[config.mk]
export PLATFORM = sky130hd
export DESIGN_NAME = lsdrs_hist
export DESIGN_NICKNAME = d
export VERILOG_FILES = /design/src/rtl/lsdrs_pkg.sv /design/src/rtl/lsdrs_hist.sv
export SDC_FILE = /design/constraint.sdc
export NUM_CORES = 2
export LEC_CHECK = 0
export ABC_AREA = 1
export BUFFER_PORTS_ARGS = -buffer_cell sky130_fd_sc_hd__buf_2
export CORE_UTILIZATION = 50
export DETAILED_ROUTE_END_ITERATION = 10
export GPL_TIMING_DRIVEN = 0
export PLACE_DENSITY = 0.68
export SETUP_SLACK_MARGIN = 0.4
export SLEW_MARGIN = 20
export SYNTH_ARGS = -nofsm -noshare
export SYNTH_HDL_FRONTEND = slang
export SYNTH_SLANG_ARGS = --single-unit
[constraint.sdc]
create_clock -name clk -period 1.5 [get_ports clk]
set_input_delay 0 -clock clk [delete_from_list [all_inputs] [get_ports clk]]
set_output_delay 0 -clock clk [all_outputs]
set_load 0.005 [all_outputs]
[src/rtl/lsdrs_pkg.sv]
// Package for the typed-key LSD radix sorter.
// Holds key type codes, sequencer state enum and the key image mapping functions.
package lsdrs_pkg;

    localparam int KEY_W   = 64;
    localparam int POS_W   = 6;
    localparam int DIGIT_W = 8;
    localparam int BUCKETS = 256;

    typedef enum logic [1:0] {
        KT_UNSIGNED32 = 2'd0,
        KT_SIGNED32   = 2'd1,
        KT_FLOAT32    = 2'd2,
        KT_DOUBLE64   = 2'd3
    } key_type_t;

    typedef enum logic [3:0] {
        ST_LOAD,
        ST_IMAGE,
        ST_CLEAR,
        ST_COUNT,
        ST_PREFIX,
        ST_PLACE_RD,
        ST_PLACE_WR,
        ST_COPY,
        ST_EMIT_RD,
        ST_EMIT
    } sort_state_t;

    function automatic logic [KEY_W-1:0] to_image(input logic [KEY_W-1:0] k,
                                                  input key_type_t mode);
        logic [31:0] lo;
        lo = k[31:0];
        case (mode)
            KT_UNSIGNED32: to_image = {32'd0, lo};
            KT_SIGNED32:   to_image = {32'd0, lo ^ 32'h8000_0000};
            KT_FLOAT32:    to_image = lo[31] ? {32'd0, ~lo} : {32'd0, lo | 32'h8000_0000};
            default:       to_image = k[63] ? ~k : (k | 64'h8000_0000_0000_0000);
        endcase
    endfunction

    function automatic logic [KEY_W-1:0] from_image(input logic [KEY_W-1:0] v,
                                                    input key_type_t mode);
        logic [31:0] lo;
        lo = v[31:0];
        case (mode)
            KT_UNSIGNED32: from_image = {32'd0, lo};
            KT_SIGNED32:   from_image = {32'd0, lo ^ 32'h8000_0000};
            KT_FLOAT32:    from_image = lo[31] ? {32'd0, lo & 32'h7FFF_FFFF} : {32'd0, ~lo};
            default:       from_image = v[63] ? (v & 64'h7FFF_FFFF_FFFF_FFFF) : ~v;
        endcase
    endfunction

endpackage

[src/rtl/lsdrs_hist.sv]
// 256-bucket digit histogram memory with registered read.
// Depends on lsdrs_pkg.
module lsdrs_hist
    import lsdrs_pkg::*;
#(
    parameter int CNT_W = 7
) (
    input  logic               clk,
    input  logic               we,
    input  logic [DIGIT_W-1:0] waddr,
    input  logic [CNT_W-1:0]   wdata,
    input  logic [DIGIT_W-1:0] raddr,
    output logic [CNT_W-1:0]   rdata
);
    logic [CNT_W-1:0] mem [BUCKETS];

    always_ff @(posedge clk)
    begin
        if (we)
        begin
            mem[waddr] <= wdata;
        end
        rdata <= mem[raddr];
    end
endmodule

==> flow_summary.json <==
{
  "yosys.area.top_type_share_pct": 73.4,
  "grt_start_max_net_pins": 108,
  "core.rowCount": 140,
  "clk_pin_slew_ns": 0.06,
  "postSynthAreaPerCell_um2": 11.8,
  "hold_viol": 212,
  "layout-drive-gt1-share_pct": 20.2,
  "yosysUniqueCellTypes": 14,
  "finalCriticalPeriod_ns": 1.67,
  "cts_tree": "yes",
  "wl_um": 245000,
  "synth_async_sr_flop_share_pct": 0,
  "end_kind": "flop",
  "clock_latency_ns": 0.83,
  "hold_slack_ns": -0.387,
  "antenna_found_initial": 8,
  "first_global_vias": 48200,
  "yosys.area.top_type": "edfxtp_1",
  "leakagePower_nw": 30.3,
  "hold_path.class": "in -> reg",
  "synth_edf_count": 1792,
  "num_vias": 51900,
  "arrival_ns": 2.37,
  "h-tree-depth": 4,
  "yosys_warnings": 0,
  "slew_headroom_pct": 7.57,
  "first_iter_violations": 7524,
  "cts.sinks": 1799,
  "worstSetupStartpointType": "flop",
  "finalClockSkew_ns": 0.0371,
  "cellPowerDensity_nw_per_um2": 1240,
  "critPathRequiredTime_ns": 2.20,
  "ys.flop_type": "edfxtp_1",
  "synth-seq-cells": 1799,
  "finalMaxSlewViolations": 0,
  "hpwl_um": 166000,
  "maxCapViolCount": 0,
  "rsz0062_at_grt": "yes",
  "route.detailed.drc": 0,
  "setup_violations": 7,
  "synth_seq_area_share_pct": 73.6,
  "path_max_fanout": 1,
  "via_per_inst": 6.09,
  "grt_pass1_wl_um": 341000,
  "synth.net_count": 6243,
  "violations": "hold timing, setup timing",
  "crit_type": "reg -> reg",
  "synth_cells": 6218,
  "gp_congestion": 0.994,
  "dr.pass1.iters": 6,
  "status": "complete, but fails checks",
  "yosysMostFrequentCell": "nand2_1",
  "ir_drop_uv": 1250,
  "wl_per_cell_um": 28.7,
  "cts_root_buf": "clkbuf_16",
  "area_growth_pct": 18.9,
  "grtUsageTotal_pct": 32.7,
  "core_area_um2": 146000,
  "ant_nets": 0,
  "die_h_um": 385,
  "io_pins": 32,
  "io_buffers": 25,
  "finalNetCount": 6482,
  "setup_slack_ns": -0.167,
  "dp.cells": 8179,
  "die-area_um2": 148000,
  "max_clock_freq_ghz": 0.600,
  "stdcell_count": 8526,
  "worst_pin_slew_ns": 1.39,
  "ctsLongestPathBuffers": 3,
  "syn_area_um2": 73300,
  "die_w_um": 385,
  "cts_made_buffers": 179,
  "fin_crit_sh_pct": 111,
  "ys_top_cells_by_count": "nand2_1, edfxtp_1, nand3_1",
  "overflow": 0,
  "synth_area_leaders": "edfxtp_1, nand3_1, nand2_1",
  "start_util_pct": 50.3
}
## worst max-delay path: stages (launching register included)
cell	delay, ns
edfxtp_1	0.36
nand2_1	0.10
nand3_2	0.11
nand3_2	0.14
nand3_4	0.11
nand3_4	0.18
nand2_2	0.09
nand2_2	0.09
nand3_4	0.12
nand3_4	0.15
nand2_4	0.10
## worst paths after layout
path	start	end	slack (ns)	cells past startpoint
hold / removal	raddr[7]	rdata[5]	-0.39	3
setup / recovery	mem[126][4]	rdata[4]	-0.17	10
setup reg to reg	mem[126][4]	rdata[4]	-0.17	10
hold reg to reg	mem[202][5]	rdata[5]	1.13	10
## stage by stage
| stage | area [um^2] | util [%] | setup slack [ns] | power [mW] | setup TNS [ns] |
|---|---|---|---|---|---|
| after detailed placement | 77400 | 53.2 | -1.78 | 63.9 | -1390.03 |
| after floorplan | 74300 | - | 0.199 | 60.2 | 0 |
| after CTS | 85600 | 58.8 | -0.0596 | 107 | -0.354 |
| after global routing | 87100 | 59.8 | -0.178 | 110 | -1.05 |
| final | 87100 | 59.8 | -0.167 | 108 | -1.00 |
| after global placement | 76900 | 52.8 | -3.59 | 63.9 | -7536.66 |
## metal layers
| layer | GRT usage, % | vias to the layer above | part of all wire [%] |
|---|---|---|---|
| li1 | - | 22600 | - |
| met1 | 44.5 | 25300 | 38 |
| met2 | 48.5 | 3480 | 44 |
| met3 | 8.82 | 584 | 13 |
| met4 | 16.8 | 4 | 5.5 |
| met5 | 0 | - | 0.011 |
## power breakdown
group          switching, mW  total, mW  internal (mW)
combinational           6.45       8.64           2.19
sequential            0.0328       55.4           55.4
clock                   19.3       43.9           24.5
total                   25.8        108           82.1
## logic make-up (layout without fill, tap and decap cells)
| logic type | count (synthesis) | in the layout | synth area share (%) |
|---|---|---|---|
| other | 0 | 6 | 0 |
| AND/OR/NAND/NOR | 3954 | 3954 | 23.2 |
| flip-flops | 1799 | 1799 | 73.6 |
| buffers and inverters | 465 | 850 | 3.16 |
## area by class of cell
| class | count | area, um^2 |
|---|---|---|
| Buffer | 426 | 3030 |
| Antenna cell | 6 | 15.0 |
| Sequential cell | 1799 | 54000 |
| Inverter | 39 | 151 |
| Clock inverter | 108 | 948 |
| Multi-Input combinational cell | 3954 | 21100 |
| Tap cell | 1917 | 2400 |
| Clock buffer | 219 | 4670 |
| Fill cell | 11200 | 58500 |
| Timing Repair Buffer | 58 | 880 |
## state kept, by name, indices dropped and copies added, names as in the netlist
signal	count
mem	1792
rdata	7
## cells in the final DEF, fill, tap and decap left out, types with 6 or more instances in the layout
| cell | n |
|---|---|
| nand3_1 | 1365 |
| clkinv_1 | 50 |
| buf_16 | 16 |
| buf_4 | 61 |
| dlygate4sd3_1 | 7 |
| clkbuf_16 | 181 |
| nand2_1 | 1890 |
| edfxtp_1 | 1792 |
| diode_2 | 6 |
| clkinv_2 | 28 |
| clkbuf_2 | 55 |
| nor2_2 | 40 |
| clkinvlp_4 | 6 |
| buf_12 | 8 |
| clkbuf_4 | 6 |
| bufinv_16 | 14 |
| nand2_4 | 18 |
| clkinv_8 | 6 |
| dfxtp_1 | 6 |
| buf_6 | 87 |
| nand2_2 | 38 |
| buf_8 | 20 |
| nor2_4 | 197 |
| buf_1 | 16 |
| clkbuf_8 | 11 |
| nand3_4 | 60 |
| buf_2 | 175 |
| nand3_2 | 300 |
| nor2_1 | 46 |
| inv_1 | 35 |
| clkbuf_1 | 59 |
## timing repair
item / 4_1_cts / 5_1_grt
endpoints found under the setup margin: 1309 / 1493
endpoints found under the hold margin: 921 / 211
pin swaps: 115 / 95
resized for setup: 579 / 315
hold buffers: 6 / 1
setup buffers: 1 / 6
No activity file was read; power rests on OpenSTA's default activity.
